## config.mk

```make
export PLATFORM = sky130hd
export DESIGN_NAME = wttvl_ctrl
export DESIGN_NICKNAME = d
export VERILOG_FILES = /design/src/rtl/core/wttvl_pkg.sv /design/src/rtl/core/wttvl_ctrl.sv
export SDC_FILE = /design/constraint.sdc
export NUM_CORES = 1
export LEC_CHECK = 0
export BUFFER_PORTS_ARGS = -buffer_cell sky130_fd_sc_hd__buf_2
export CORE_AREA = 2 2 48 50
export DETAILED_ROUTE_END_ITERATION = 8
export DIE_AREA = 0 0 50 52
export PLACE_DENSITY = 0.86
export REMOVE_ABC_BUFFERS = 1
export SYNTH_ARGS = -nofsm -noshare
export SYNTH_HDL_FRONTEND = slang
export SYNTH_SLANG_ARGS = --single-unit
```

## constraint.sdc

```tcl
create_clock -name clk_i -period 2.15 [get_ports clk_i]
set_input_delay 0 -clock clk_i [delete_from_list [all_inputs] [get_ports clk_i]]
set_output_delay 0 -clock clk_i [all_outputs]
set_load 0.02 [all_outputs]
```

## src/rtl/core/wttvl_pkg.sv

```systemverilog
`timescale 1ns / 1ps
// ----------------------------------------------------------------------------
// wttvl_pkg
// Shared types and constants of the wheel torque-to-voltage loop.
// ----------------------------------------------------------------------------
package wttvl_pkg;

  localparam int WHEELS    = 4;
  localparam int DIV_STEPS = 64;

  localparam logic [29:0] NS_PER_SEC = 30'd1000000000;
  localparam logic [30:0] LIM_POS    = 31'h7FFF_FFFF;
  localparam logic [62:0] Q_CAP      = 63'h4000_0000_0000_0000;

  localparam logic [1:0] REG_VMIN  = 2'd0;
  localparam logic [1:0] REG_VMAX  = 2'd1;
  localparam logic [1:0] REG_GAIN  = 2'd2;
  localparam logic [1:0] REG_COUNT = 2'd3;

  typedef struct packed {
    logic               opcode;
    logic [1:0]         wheel_index;
    logic [63:0]        call_time;
    logic               speed_feedback_on;
    logic               wheel_available;
    logic signed [31:0] torque_command;
    logic signed [31:0] wheel_speed;
    logic [30:0]        wheel_inertia;
    logic [30:0]        torque_limit;
    logic               last_wheel;
  } wttvl_in_t;

  typedef struct packed {
    logic [1:0]         wheel_number;
    logic signed [31:0] drive_voltage;
    logic               call_done;
  } wttvl_out_t;

  typedef struct packed {
    logic [30:0] voltage_min;
    logic [30:0] voltage_max;
    logic [30:0] gain_k;
    logic [2:0]  wheel_count;
  } wttvl_cfg_t;

  typedef enum logic [4:0] {
    OP_NONE,
    OP_CAPTURE,
    OP_LOAD,
    OP_DECIDE,
    OP_F_MUL1,
    OP_F_MUL2,
    OP_F_MUL3,
    OP_F_ACC,
    OP_F_DIV,
    OP_F_ERR,
    OP_F_GMUL,
    OP_F_CORR,
    OP_V_MUL,
    OP_V_CHECK,
    OP_V_DIV,
    OP_V_OUT,
    OP_FINISH
  } wttvl_op_e;

  typedef struct packed {
    wttvl_op_e op;
  } wttvl_cmd_t;

  typedef struct packed {
    logic is_load;
    logic fb_go;
    logic volt_go;
    logic prod_zero;
    logic div_busy;
    logic out_busy;
  } wttvl_status_t;

endpackage

```

## src/rtl/core/wttvl_ctrl.sv

```systemverilog
`timescale 1ns / 1ps
// ----------------------------------------------------------------------------
// wttvl_ctrl
// Sequencer: steps one request through load, feedback and voltage phases.
// ----------------------------------------------------------------------------
module wttvl_ctrl import wttvl_pkg::*; (
  input  logic          clk_i,
  input  logic          rst_ni,
  input  logic          in_valid_i,
  output logic          in_ready_o,
  input  wttvl_status_t status_i,
  output wttvl_cmd_t    cmd_o
);

  typedef enum logic [17:0] {
    S_IDLE   = 18'h00001,
    S_DECIDE = 18'h00002,
    S_LOAD   = 18'h00004,
    S_FM1    = 18'h00008,
    S_FM2    = 18'h00010,
    S_FM3    = 18'h00020,
    S_FACC   = 18'h00040,
    S_FDS    = 18'h00080,
    S_FDW    = 18'h00100,
    S_FERR   = 18'h00200,
    S_FGM    = 18'h00400,
    S_FCOR   = 18'h00800,
    S_VMUL   = 18'h01000,
    S_VCHK   = 18'h02000,
    S_VDS    = 18'h04000,
    S_VDW    = 18'h08000,
    S_VOUT   = 18'h10000,
    S_FIN    = 18'h20000
  } wttvl_state_e;

  wttvl_state_e state_q, state_d;

  always_comb begin
    state_d    = state_q;
    cmd_o.op   = OP_NONE;
    in_ready_o = 1'b0;
    unique case (state_q)
      S_IDLE: begin
        in_ready_o = 1'b1;
        if (in_valid_i) begin
          cmd_o.op = OP_CAPTURE;
          state_d  = S_DECIDE;
        end
      end
      S_DECIDE: begin
        cmd_o.op = OP_DECIDE;
        if (status_i.is_load) begin
          state_d = S_LOAD;
        end else if (status_i.fb_go) begin
          state_d = S_FM1;
        end else if (status_i.volt_go) begin
          state_d = S_VMUL;
        end else begin
          state_d = S_FIN;
        end
      end
      S_LOAD: begin
        cmd_o.op = OP_LOAD;
        state_d  = S_IDLE;
      end
      S_FM1: begin
        cmd_o.op = OP_F_MUL1;
        state_d  = S_FM2;
      end
      S_FM2: begin
        cmd_o.op = OP_F_MUL2;
        state_d  = S_FM3;
      end
      S_FM3: begin
        cmd_o.op = OP_F_MUL3;
        state_d  = S_FACC;
      end
      S_FACC: begin
        cmd_o.op = OP_F_ACC;
        state_d  = S_FDS;
      end
      S_FDS: begin
        cmd_o.op = OP_F_DIV;
        state_d  = S_FDW;
      end
      S_FDW: begin
        if (!status_i.div_busy) begin
          state_d = S_FERR;
        end
      end
      S_FERR: begin
        cmd_o.op = OP_F_ERR;
        state_d  = S_FGM;
      end
      S_FGM: begin
        cmd_o.op = OP_F_GMUL;
        state_d  = S_FCOR;
      end
      S_FCOR: begin
        cmd_o.op = OP_F_CORR;
        state_d  = S_VMUL;
      end
      S_VMUL: begin
        cmd_o.op = OP_V_MUL;
        state_d  = S_VCHK;
      end
      S_VCHK: begin
        cmd_o.op = OP_V_CHECK;
        state_d  = status_i.prod_zero ? S_FIN : S_VDS;
      end
      S_VDS: begin
        cmd_o.op = OP_V_DIV;
        state_d  = S_VDW;
      end
      S_VDW: begin
        if (!status_i.div_busy) begin
          state_d = S_VOUT;
        end
      end
      S_VOUT: begin
        cmd_o.op = OP_V_OUT;
        state_d  = S_FIN;
      end
      S_FIN: begin
        if (!status_i.out_busy) begin
          cmd_o.op = OP_FINISH;
          state_d  = S_IDLE;
        end
      end
      default: begin
        state_d = S_IDLE;
      end
    endcase
  end

  always_ff @(posedge clk_i or negedge rst_ni) begin
    if (!rst_ni) begin
      state_q <= S_IDLE;
    end else begin
      state_q <= state_d;
    end
  end

endmodule

```

==> summary.md, run 1 <==
| Metric | Value |
|---|---|
| Capturing point of the worst reg2reg path | state_q[9] |
| Sink Count | 18 |
| DRT iter0 DRCs | 69 |
| Via count | 1109 |
| Fraction of registers with async set/reset | 100% |
| Pwr/cell area | roughly 780 mW/mm^2 |
| Die Span X | approximately 50 um |
| Syn_area_per_cell | roughly 10 um^2 |
| Clk slew on worst S/H paths | between 100 and 150 ps |
| Layout cells sized above 1 | 45.6% |
| Post-synth EDFFs | 0 |
| Final Critical Period | approximately 2200 ps |
| Die area | ~0.0026 mm^2 |
| Seq cells post-synth | 18 |
| Met1 Wirelength | approximately 1300 um |
| TritonCTS clock tree | built |
| Most frequent cells after synthesis | 17 x dfrtp_1, 14 x nor2_1, 7 x nor3_1 |
| Yosys warnings | 0 |
| Port Buffers | 14 |
| Routed length per instance | between 15 and 20 um |
| Clock root cell | clkbuf_4 |
| Initial antenna violation count | 0 |
| Top FF cell, synth | dfrtp_1 |
| First-pass GRT wire length | about 4800 um |
| Final Max Slew Viols | 0 |
| Placer Congestion | between 0.9 and 1 |
| CTS Buffer Depth | 2 |
| Most frequent cell after synthesis | dfrtp_1 |
| Final Hold Viols | 0 |
| CP required | between 2000 and 2500 ps |
| Maximum vdd drop | between 0.0006 and 0.0007 V |
| Worst setup margin | -36.7 ps |
| Arrival @ worst endpoint | around 2200 ps |
| Nets@finish | 157 |
| Detailed Place HPWL | 1970 um |
| Finished Core Util | 71.3% |
| Skew-Pair Late Insertion Delay | around 310 ps |
| Failing checks | setup timing |
| Rel. slew slack | between 60% and 70% |
| RSZ-0062 raised after global routing | yes |
| CP Class | register to output port |
| Reg2reg setup slack | about 20 ps |
| TritonRoute pass-1 iters | 4 |
| Rows | 17 |
| Top Metal Used | met4 |
| Vias/cell | 6.34 |
| Setup TNS | -36.7 ps |
| Core Region | between 0.002 and 0.0025 mm^2 |
| Synthesis-to-finish area growth | 36.4% |
| Routed wire length | 3150 um |
| Total of max-cap violations | 0 |
| Crit-path slowest cell | dfrtp_2 |
| Max reg flops | 18 |
| Seq/Total Area, Yosys | ~40% |
| Setup Skew | 6.78 ps |
| Ports | 15 |
| Slowest Stage Delay on Critical Path | around 450 ps |
| Post-synthesis cell area | about 0.0011 mm^2 |
| Worst min-delay path class | input port to async pin |
| Gr usage total | 25.0% |
| Count of final setup violators | 1 |
| Die Y | 52 um |
| GRT overflow | 0 |
| Final period utilization | 102% |
| Reg2reg start | state_q[1] |
| Fmax | around 0.46 GHz |
| Leak | approximately 0.66 nW |
| Routed Antenna Nets | 0 |
| Largest regs | state_q: 18 flops |
| ANT cells | 0 |
| Unique masters post-synth | 42 |
| Largest fanout on the critical path | 5 |
| Starting density of the core | 52.3% |
| Cell taking the most area after synthesis | dfrtp_1 |
| Metal2 WL | roughly 1600 um |
| Top post-synthesis cells by area | dfrtp_1 39%, nor2_1 4.8%, nor4_4 3.9% |
| Setup crit end kind | output port |
| CP Cell Sequence | nor4_4 -> buf_4 -> and4_4 -> and4b_1 -> nor4_2 -> or3b_4 -> buf_6 |
| Worst-margin pin slew | just over 500 ps |
| Largest net degree at the start of global routing | 19 |
| Residual DRC | 0 |
| Startpoint Class | register |
| Synth top area share | 38.6% |
| Top reg by flops | state_q |
| Cts bufs inserted | 3 |
| H-Tree Level Count | 1 |
| Routed wl met3 | between 200 and 250 um |
| Vias in the first global route | just over 1000 |
| Gate Count Post-Synth | about 110 |
| Filler cells | 138 |
| Worst reg-to-reg path cell count | 6 |
| Outcome | finished with violations |
## layer usage
metal	up-vias	global-route usage, %
met5	-	0
met4	0	12.0
met3	16	3.74
met2	62	41.0
met1	536	32.4
li1	495	-
## layout make-up
class	instances	area, um^2	area share [%]
clock buffer	4	36.3	2.42
timing repair buffer	36	262	17.4
inverter	2	7.51	0.500
tap	28	35.0	2.33
sequential	18	463	30.8
multi-input combinational	87	698	46.5
## how the worst max path moves through the flow
stage,start,endpoint,slack (ps),cells after the start
finish,state_q[11],cmd_o[3],-40,7
CTS,state_q[5],cmd_o[3],0.1,7
detailed placement,state_q[11],state_q[9],20,5
global placement,state_q[11],state_q[9],3,5
floorplan,state_q[4],cmd_o[0],100,5
global route,state_q[1],cmd_o[3],-100,6
## per-stage QoR
stage | total power [mW] | instances | setup WS (ps) | hold slack (ps) | area, um^2
after global placement | 0.798 | 149 | 3.02 | -53.5 | 1190
after CTS | 1.09 | 164 | 0.146 | 152 | 1370
final | 1.17 | 175 | -36.7 | 133 | 1500
after global routing | 1.23 | 175 | -102 | 154 | 1500
after detailed placement | 0.809 | 149 | 21.5 | -47.9 | 1190
after floorplan | 0.696 | 107 | 95.6 | -296 | 1080
## layout by cell type (no fill, tap or decap), drive strengths merged, types with 2 or more instances in the layout
| cell type | netlist | routed |
|---|---|---|
| dfrtp | 17 | 17 |
| o21ai | 2 | 2 |
| or2 | 2 | 2 |
| a211oi | 2 | 2 |
| dlygate4sd3 | 0 | 7 |
| nand2b | 5 | 5 |
| nand4 | 7 | 7 |
| inv | 2 | 2 |
| nor4b | 2 | 2 |
| and2 | 2 | 2 |
| nor3b | 5 | 5 |
| and4bb | 2 | 2 |
| nor3 | 8 | 8 |
| nand3b | 3 | 3 |
| nor2 | 14 | 14 |
| buf | 2 | 29 |
| nor4 | 8 | 8 |
| xnor2 | 4 | 4 |
| clkbuf | 0 | 4 |
| nand2 | 5 | 5 |
## power by group
group	switching, mW	total (mW)	internal (mW)	leakage (nW)
Combinational	0.309	0.543	0.234	0.406
Clock	0.114	0.218	0.103	0.0210
Sequential	0.0364	0.405	0.369	0.232
Total	0.460	1.17	0.707	0.659
## critical path: cells and delay by family (launching register included)
family / cells / cell delay (ps)
buffers and inverters: 2 / 300
flip-flops: 1 / 450
AND/OR/NAND/NOR: 5 / 1130
## logic make-up (layout without fill, tap and decap cells)
group           count (synthesis)  count (layout)  synth area share, %
simple gates                   70              70                 43.9
flops                          18              18                 41.0
compound gates                 13              13                 9.77
xor+xnor                        4               4                 3.18
buf+inv                         4              42                 2.16
## repair_timing
| item | 4_1_cts | 5_1_grt |
|---|---|---|
| hold endpoints to repair | 25 | 0 |
| gates cloned | 0 | 0 |
| setup buffers | 4 | 11 |
| pin swaps | 6 | 8 |
| endpoints found under the setup margin | 4 | 8 |
| hold buffers | 7 | 0 |
| gates resized for setup | 9 | 17 |
Note: power is estimated with default switching activity, not from simulation.
==> run 2: changes to the inputs <==
--- a/config.mk
+++ b/config.mk
@@ -9,7 +9,7 @@
 export CORE_AREA = 2 2 48 50
 export DETAILED_ROUTE_END_ITERATION = 8
 export DIE_AREA = 0 0 50 52
-export PLACE_DENSITY = 0.86
+export PLACE_DENSITY = 0.71
 export REMOVE_ABC_BUFFERS = 1
 export SYNTH_ARGS = -nofsm -noshare
 export SYNTH_HDL_FRONTEND = slang
==> constraint.sdc (replaced) <==
create_clock -name clk_i -period 2.2 [get_ports clk_i]
set_input_delay 0 -clock clk_i [delete_from_list [all_inputs] [get_ports clk_i]]
set_output_delay 0 -clock clk_i [all_outputs]
set_load 0.02 [all_outputs]
==> run 2 against run 1 <==
Effect of this change:
- the flow still finishes with violations (setup timing)
- clock power is 2% lower
- sequential cell count unchanged
- die area stayed put
- sequential power is 2% lower
- first-iteration DRC count decreased by 55%
- setup slack lost 17 ps
- non-clock buffer count decreased by 7
- largest power group unchanged
- register-to-register slack about the same
- combinational power down 11%
- count of clock-buffer cells in the layout unchanged
- critical path depth is the same
==> summary.md, run 2 (same netlist as run 1, synthesis figures left out) <==
| Metric | Value |
|---|---|
| Outcome | finished with violations (unchanged) |
| Failing checks | setup timing (unchanged) |
| Synthesis-to-finish area growth | 32.6% (was 36.4%) |
| CP required | 2200 ps (was 2150 ps) |
| DRT iter0 DRCs | 31 (was 69) |
| Via count | 1024 (was 1109) |
| Top reg by flops | state_q (unchanged) |
| Crit-path slowest cell | dfrtp_2 (unchanged) |
| Vias in the first global route | 989 (was 1038) |
| Gr usage total | 23.8% (was 25.0%) |
| Starting density of the core | 52.3% (unchanged) |
| Worst setup margin | -54.1 ps (was -36.7 ps) |
| CP Class | register to output port (unchanged) |
| Ports | 15 (unchanged) |
| Pwr/cell area | 747 mW/mm^2 (was 777 mW/mm^2) |
| Largest net degree at the start of global routing | 19 (unchanged) |
| Leak | 0.623 nW (was 0.659 nW) |
| Maximum vdd drop | 0.000557 V (was 0.000646 V) |
| CTS Buffer Depth | 2 (unchanged) |
| Pwr Total | 1.09 mW (was 1.17 mW) |
| Delay-heaviest family, CP | simple AND/OR/NAND/NOR gates (unchanged) |
| Layout cells sized above 1 | 44.3% (was 45.6%) |
| Setup crit end kind | output port (unchanged) |
| Cell area after placement | 0.00119 mm^2 (unchanged) |
| Largest regs | state_q: 18 flops (unchanged) |
| Routed Antenna Nets | 0 (unchanged) |
| Port Buffers | 14 (unchanged) |
| Max reg flops | 18 (unchanged) |
| Total of max-cap violations | 0 (unchanged) |
| Placer Congestion | 0.845 (was 0.973) |
| ANT cells | 0 (unchanged) |
| Final Hold Viols | 0 (unchanged) |
| Count of final setup violators | 1 (unchanged) |
| Worst min-delay path class | input port to async pin (unchanged) |
| Buf/Inv on CP | 2 (unchanged) |
| Most frequent cells in the layout | 13 x buf_2, 12 x nor2_1, 11 x dfrtp_2 (was 16 x buf_4, 12 x nor2_1, 12 x buf_2) |
| Fin area | 0.00146 mm^2 (was 0.00150 mm^2) |
| Rows | 17 (unchanged) |
| Vias/cell | 6.10 (was 6.34) |
| Cts bufs inserted | 3 (unchanged) |
| Setup TNS | -54.1 ps (was -36.7 ps) |
| Core Region | 0.00211 mm^2 (unchanged) |
| Detailed Place HPWL | 1940 um (was 1970 um) |
| Finished Core Util | 69.3% (was 71.3%) |
| Die area | 0.00260 mm^2 (unchanged) |
| Final Critical Period | 2250 ps |
| Worst-margin pin slew | 438 ps (was 518 ps) |
| Arrival @ worst endpoint | 2250 ps (was 2190 ps) |
| Setup Skew | 0.675 ps (was 6.78 ps) |
| Routed wire length | 2990 um (was 3150 um) |
| TritonRoute pass-1 iters | 4 (unchanged) |
| Skew-Pair Late Insertion Delay | 300 ps (was 310 ps) |
| Clk slew on worst S/H paths | 110 ps (about the same) |
| H-Tree Level Count | 1 (unchanged) |
| CP Cell Sequence | nor4_4 -> buf_4 -> and4_4 -> and4b_1 -> nor4_2 -> or3b_1 -> buf_6 (was nor4_4 -> buf_4 -> and4_4 -> and4b_1 -> nor4_2 -> or3b_4 -> buf_6) |
| Final period utilization | 102% |
| Rel. slew slack | 70.5% (was 65.2%) |
| Slowest Stage Delay on Critical Path | 450 ps (about the same) |
| TritonCTS clock tree | built (unchanged) |
| Filler cells | 162 (was 138) |
| GRT overflow | 0 (unchanged) |
| Largest fanout on the critical path | 5 (unchanged) |
| Fmax | between 0.4 and 0.5 GHz |
| Die Span X | 50 um (unchanged) |
| Commonest non-fill, non-tap cell in the layout | buf_2 (was buf_4) |
| Final Max Slew Viols | 0 (unchanged) |
| Clock root cell | clkbuf_4 (unchanged) |
| First-pass GRT wire length | 4620 um (was 4780 um) |
| Hold slack | 141 ps (was 133 ps) |
| Startpoint Class | register (unchanged) |
| Nets@finish | 150 (was 157) |
| Residual DRC | 0 (unchanged) |
| Sink Count | 18 (unchanged) |
| Die Y | 52 um (unchanged) |
| Routed length per instance | 17.8 um (was 18.0 um) |
| Initial antenna violation count | 0 (unchanged) |
| RSZ-0062 raised after global routing | yes (unchanged) |
[run 2: final timing paths]
check                                  from          end  slack, ps  cells after the start
min in group clk_i              status_i[0]     cmd_o[4]        280                      3
worst max-delay path            state_q[14]     cmd_o[3]        -50                      7
worst min-delay path                 rst_ni  state_q[13]        140                      2
max in group asynchronous            rst_ni   state_q[0]       1740                      2
worst min register to register   state_q[4]   state_q[6]        560                      1
worst max register to register   state_q[1]   state_q[9]         30                      6
[run 2: report_power, final]
part / internal, mW / leakage (nW) / total, mW / switching (mW)
clock network: 0.101 / 0.0210 / 0.214 / 0.113
registers: 0.361 / 0.228 / 0.396 / 0.0353
logic: 0.198 / 0.374 / 0.481 / 0.283
total: 0.660 / 0.623 / 1.09 / 0.431
[run 2: stage by stage]
step	cells	setup slack (ps)
after CTS	163	-15.8
after global routing	168	-107
final	168	-54.1
after floorplan	107	146
after detailed placement	149	53.7
after global placement	149	106
[run 2: cell type report]
| class | instances | area, um^2 | area share, % |
|---|---|---|---|
| Inverter | 2 | 7.51 | 0.514 |
| Timing Repair Buffer | 29 | 206 | 14.1 |
| Multi-Input combinational cell | 87 | 709 | 48.6 |
| Clock buffer | 4 | 36.3 | 2.49 |
| Tap cell | 28 | 35.0 | 2.40 |
| Sequential cell | 18 | 465 | 31.9 |
[run 2: timing repair]
item,in CTS,in global routing
endpoints found under the setup margin,4,5
pin swaps,4,6
hold endpoints to repair,25,0
hold buffers,7,0
resized for setup,4,24
setup buffers,3,5
[run 2: routing by layer]
layer | wire length [um] | global-route usage, %
met4 | 65 | 12.5
met5 | 0 | 0
met3 | 135 | 4.89
met1 | 1220 | 30.4
met2 | 1570 | 37.7
==> run 3: changes to the inputs <==
--- a/config.mk
+++ b/config.mk
@@ -6,9 +6,11 @@
 export NUM_CORES = 1
 export LEC_CHECK = 0
 export BUFFER_PORTS_ARGS = -buffer_cell sky130_fd_sc_hd__buf_2
-export CORE_AREA = 2 2 48 50
+export CELL_PAD_IN_SITES_DETAIL_PLACEMENT = 1
+export CELL_PAD_IN_SITES_GLOBAL_PLACEMENT = 1
+export CORE_AREA = 2 2 54 56
 export DETAILED_ROUTE_END_ITERATION = 8
-export DIE_AREA = 0 0 50 52
+export DIE_AREA = 0 0 56 58
 export PLACE_DENSITY = 0.71
 export REMOVE_ABC_BUFFERS = 1
 export SYNTH_ARGS = -nofsm -noshare
==> run 3 against run 2 <==
Effect of this change:
- the flow still finishes with violations (setup timing)
- sequential power barely moved
- via count is 7.6% higher
- total power is 11% higher
- largest cell class unchanged
- critical path type unchanged
- setup slack better by 41 ps
- clock skew grew 9.0 ps
- combinational power grew 22%
==> summary.md, run 3 (same netlist as run 1, synthesis figures left out) <==
| Metric | Value |
|---|---|
| Pwr/cell area | 763 mW/mm^2 (was 747 mW/mm^2) |
| Internal power | 715 uW (was 660 uW) |
| Worst setup margin | -12.6 ps (was -54.1 ps) |
| CP Class | register to output port (unchanged) |
| TritonCTS clock tree | built (unchanged) |
| Final Hold Viols | 0 (unchanged) |
| Starting density of the core | 41.4% (was 52.3%) |
| Worst-margin pin slew | 484 ps (was 438 ps) |
| Failing checks | setup timing (unchanged) |
| Portion of total power attributed to sequential cells | 32.6% (was 36.3%) |
| Leak | 0.686 nW (was 0.623 nW) |
| Die area | 0.00325 mm^2 (was 0.00260 mm^2) |
| Worst min-delay path class | input port to async pin (unchanged) |
| Switching power | 494 uW (was 431 uW) |
| Rel. slew slack | 67.4% (was 70.5%) |
| Outcome | finished with violations (unchanged) |
| Fmax | 0.452 GHz (was 0.444 GHz) |
| Routed wire length | 3830 um (was 2990 um) |
| Setup crit end kind | output port (unchanged) |
| Top reg by flops | state_q (unchanged) |
| Max reg flops | 18 (unchanged) |
| GRT overflow | 0 (unchanged) |
| TritonRoute pass-1 iters | 4 (unchanged) |
| Comb pwr share | 48.6% (was 44.1%) |
| Total of max-cap violations | 0 (unchanged) |
| Via count | 1102 (was 1024) |
| Detailed Place HPWL | 2250 um (was 1940 um) |
| Clock root cell | clkbuf_4 (unchanged) |
| Nets@finish | 162 (was 150) |
| Filler cells | 290 (was 162) |
| Net Sw Frac | 40.9% (was 39.5%) |
| Startpoint Class | register (unchanged) |
| Layout cells sized above 1 | 50.0% (was 44.3%) |
| Sink Count | 18 (unchanged) |
| Finished Core Util | 59.5% (was 69.3%) |
| Routed length per instance | 20.9 um (was 17.8 um) |
| Residual DRC | 0 (unchanged) |
| Ports | 15 (unchanged) |
| Die Span X | 56 um (was 50 um) |
| Largest fanout on the critical path | 5 (unchanged) |
| CP Cell Sequence | nor4_1 -> nand4_1 -> nor2_1 -> nor4_2 -> or3b_1 -> buf_6 (was nor4_4 -> buf_4 -> and4_4 -> and4b_1 -> nor4_2 -> or3b_1 -> buf_6) |
| Vias/cell | 6.02 (was 6.10) |
| Clock network power share | 18.8% (was 19.6%) |
| Final period utilization | 101% (was 102%) |
| Hold slack | 122 ps (was 141 ps) |
| Count of final setup violators | 1 (unchanged) |
| CTS Buffer Depth | 2 (unchanged) |
| H-Tree Level Count | 1 (unchanged) |
| Final Critical Period | 2210 ps (was 2250 ps) |
| Skew-Pair Late Insertion Delay | 320 ps (was 300 ps) |
| Rows | 19 (was 17) |
| Die Y | 58 um (was 52 um) |
| DRT iter0 DRCs | 26 (was 31) |
| Arrival @ worst endpoint | 2210 ps (was 2250 ps) |
| Routed Antenna Nets | 0 (unchanged) |
| Largest regs | state_q: 18 flops (unchanged) |
| Crit-path slowest cell | dfrtp_1 (was dfrtp_2) |
| Initial antenna violation count | 0 (unchanged) |
| Setup Skew | 9.69 ps (was 0.675 ps) |
| Vias in the first global route | 1052 (was 989) |
| First-pass GRT wire length | 5130 um (was 4620 um) |
| Maximum vdd drop | 0.000596 V (was 0.000557 V) |
| Clk slew on worst S/H paths | 120 ps (was 110 ps) |
| Port Buffers | 14 (unchanged) |
| Cts bufs inserted | 3 (unchanged) |
| Most frequent cells in the layout | 20 x buf_4, 12 x nor2_1, 12 x buf_2, 12 x dfrtp_2, 7 x dlygate4sd3_1 (was 13 x buf_2, 12 x nor2_1, 11 x dfrtp_2) |
| Final Max Slew Viols | 0 (unchanged) |
| ANT cells | 0 (unchanged) |
| Gr usage total | 20.7% (was 23.8%) |
| Slowest Stage Delay on Critical Path | 480 ps (was 450 ps) |
| Core Region | 0.00266 mm^2 (was 0.00211 mm^2) |
| Commonest non-fill, non-tap cell in the layout | buf_4 (was buf_2) |
| Placer Congestion | 0.885 (was 0.845) |
| CP required | 2200 ps (about the same) |
| Largest net degree at the start of global routing | 19 (unchanged) |
| Synthesis-to-finish area growth | 44.0% (was 32.6%) |
[run 3: layout make-up]
cell class	instances	area, um^2	area share (%)
Timing Repair Buffer	41	303	19.1
Tap cell	31	38.8	2.45
Multi-Input combinational cell	87	733	46.3
Clock buffer	4	36.3	2.29
Sequential cell	18	467	29.4
Inverter	2	7.51	0.474
[run 3: repair_timing]
item | CTS | global route
endpoints found under the hold margin | 25 | 0
pin swaps | 5 | 11
hold buffers | 7 | 0
gates resized for setup | 6 | 29
gates cloned | 0 | 0
setup buffers | 4 | 15
endpoints found under the setup margin | 4 | 8
[run 3: final timing paths]
kind / start / to / slack, ps / cells past startpoint
max: state_q[8] / cmd_o[3] / -10 / 6
min: rst_ni / state_q[12] / 120 / 2
max reg2reg: state_q[7] / state_q[9] / 90 / 7
min reg2reg: state_q[11] / state_q[11] / 530 / 1
max in group asynchronous: rst_ni / state_q[7] / 1750 / 2
min in group clk_i: status_i[0] / cmd_o[4] / 280 / 3
[run 3: per-layer routing]
layer  track usage, %  wire [um]
met3             2.01        100
met1             26.7       1580
met4             8.16         97
met5                0          0
met2             36.0       2050
[run 3: power by group through the flow]
stage                     sequential [mW]  clock [mW]  combinational (mW)
after floorplan                     0.387           0               0.293
after global routing                0.396       0.238               0.633
after CTS                           0.390       0.223               0.465
after detailed placement            0.394           0               0.403
after global placement              0.391           0               0.399
final                               0.395       0.227               0.588
[run 3: metrics by stage]
step | power (mW) | setup WS [ps] | TNS [ps] | instance area (um^2) | std cells
after global routing | 1.27 | -108 | -362 | 1590 | 183
after detailed placement | 0.797 | 35.1 | 0 | 1200 | 153
final | 1.21 | -12.6 | -12.6 | 1590 | 183
after CTS | 1.08 | 6.41 | 0 | 1370 | 168
after floorplan | 0.680 | 146 | 0 | 1080 | 107
after global placement | 0.790 | -5.24 | -5.24 | 1200 | 153
[run 3: worst max-delay path, delay by kind of cell (launching register included)]
family	cells	cell delay [ps]
DFF	1	480
buffers and inverters	1	110
and+or+nand+nor	5	1290
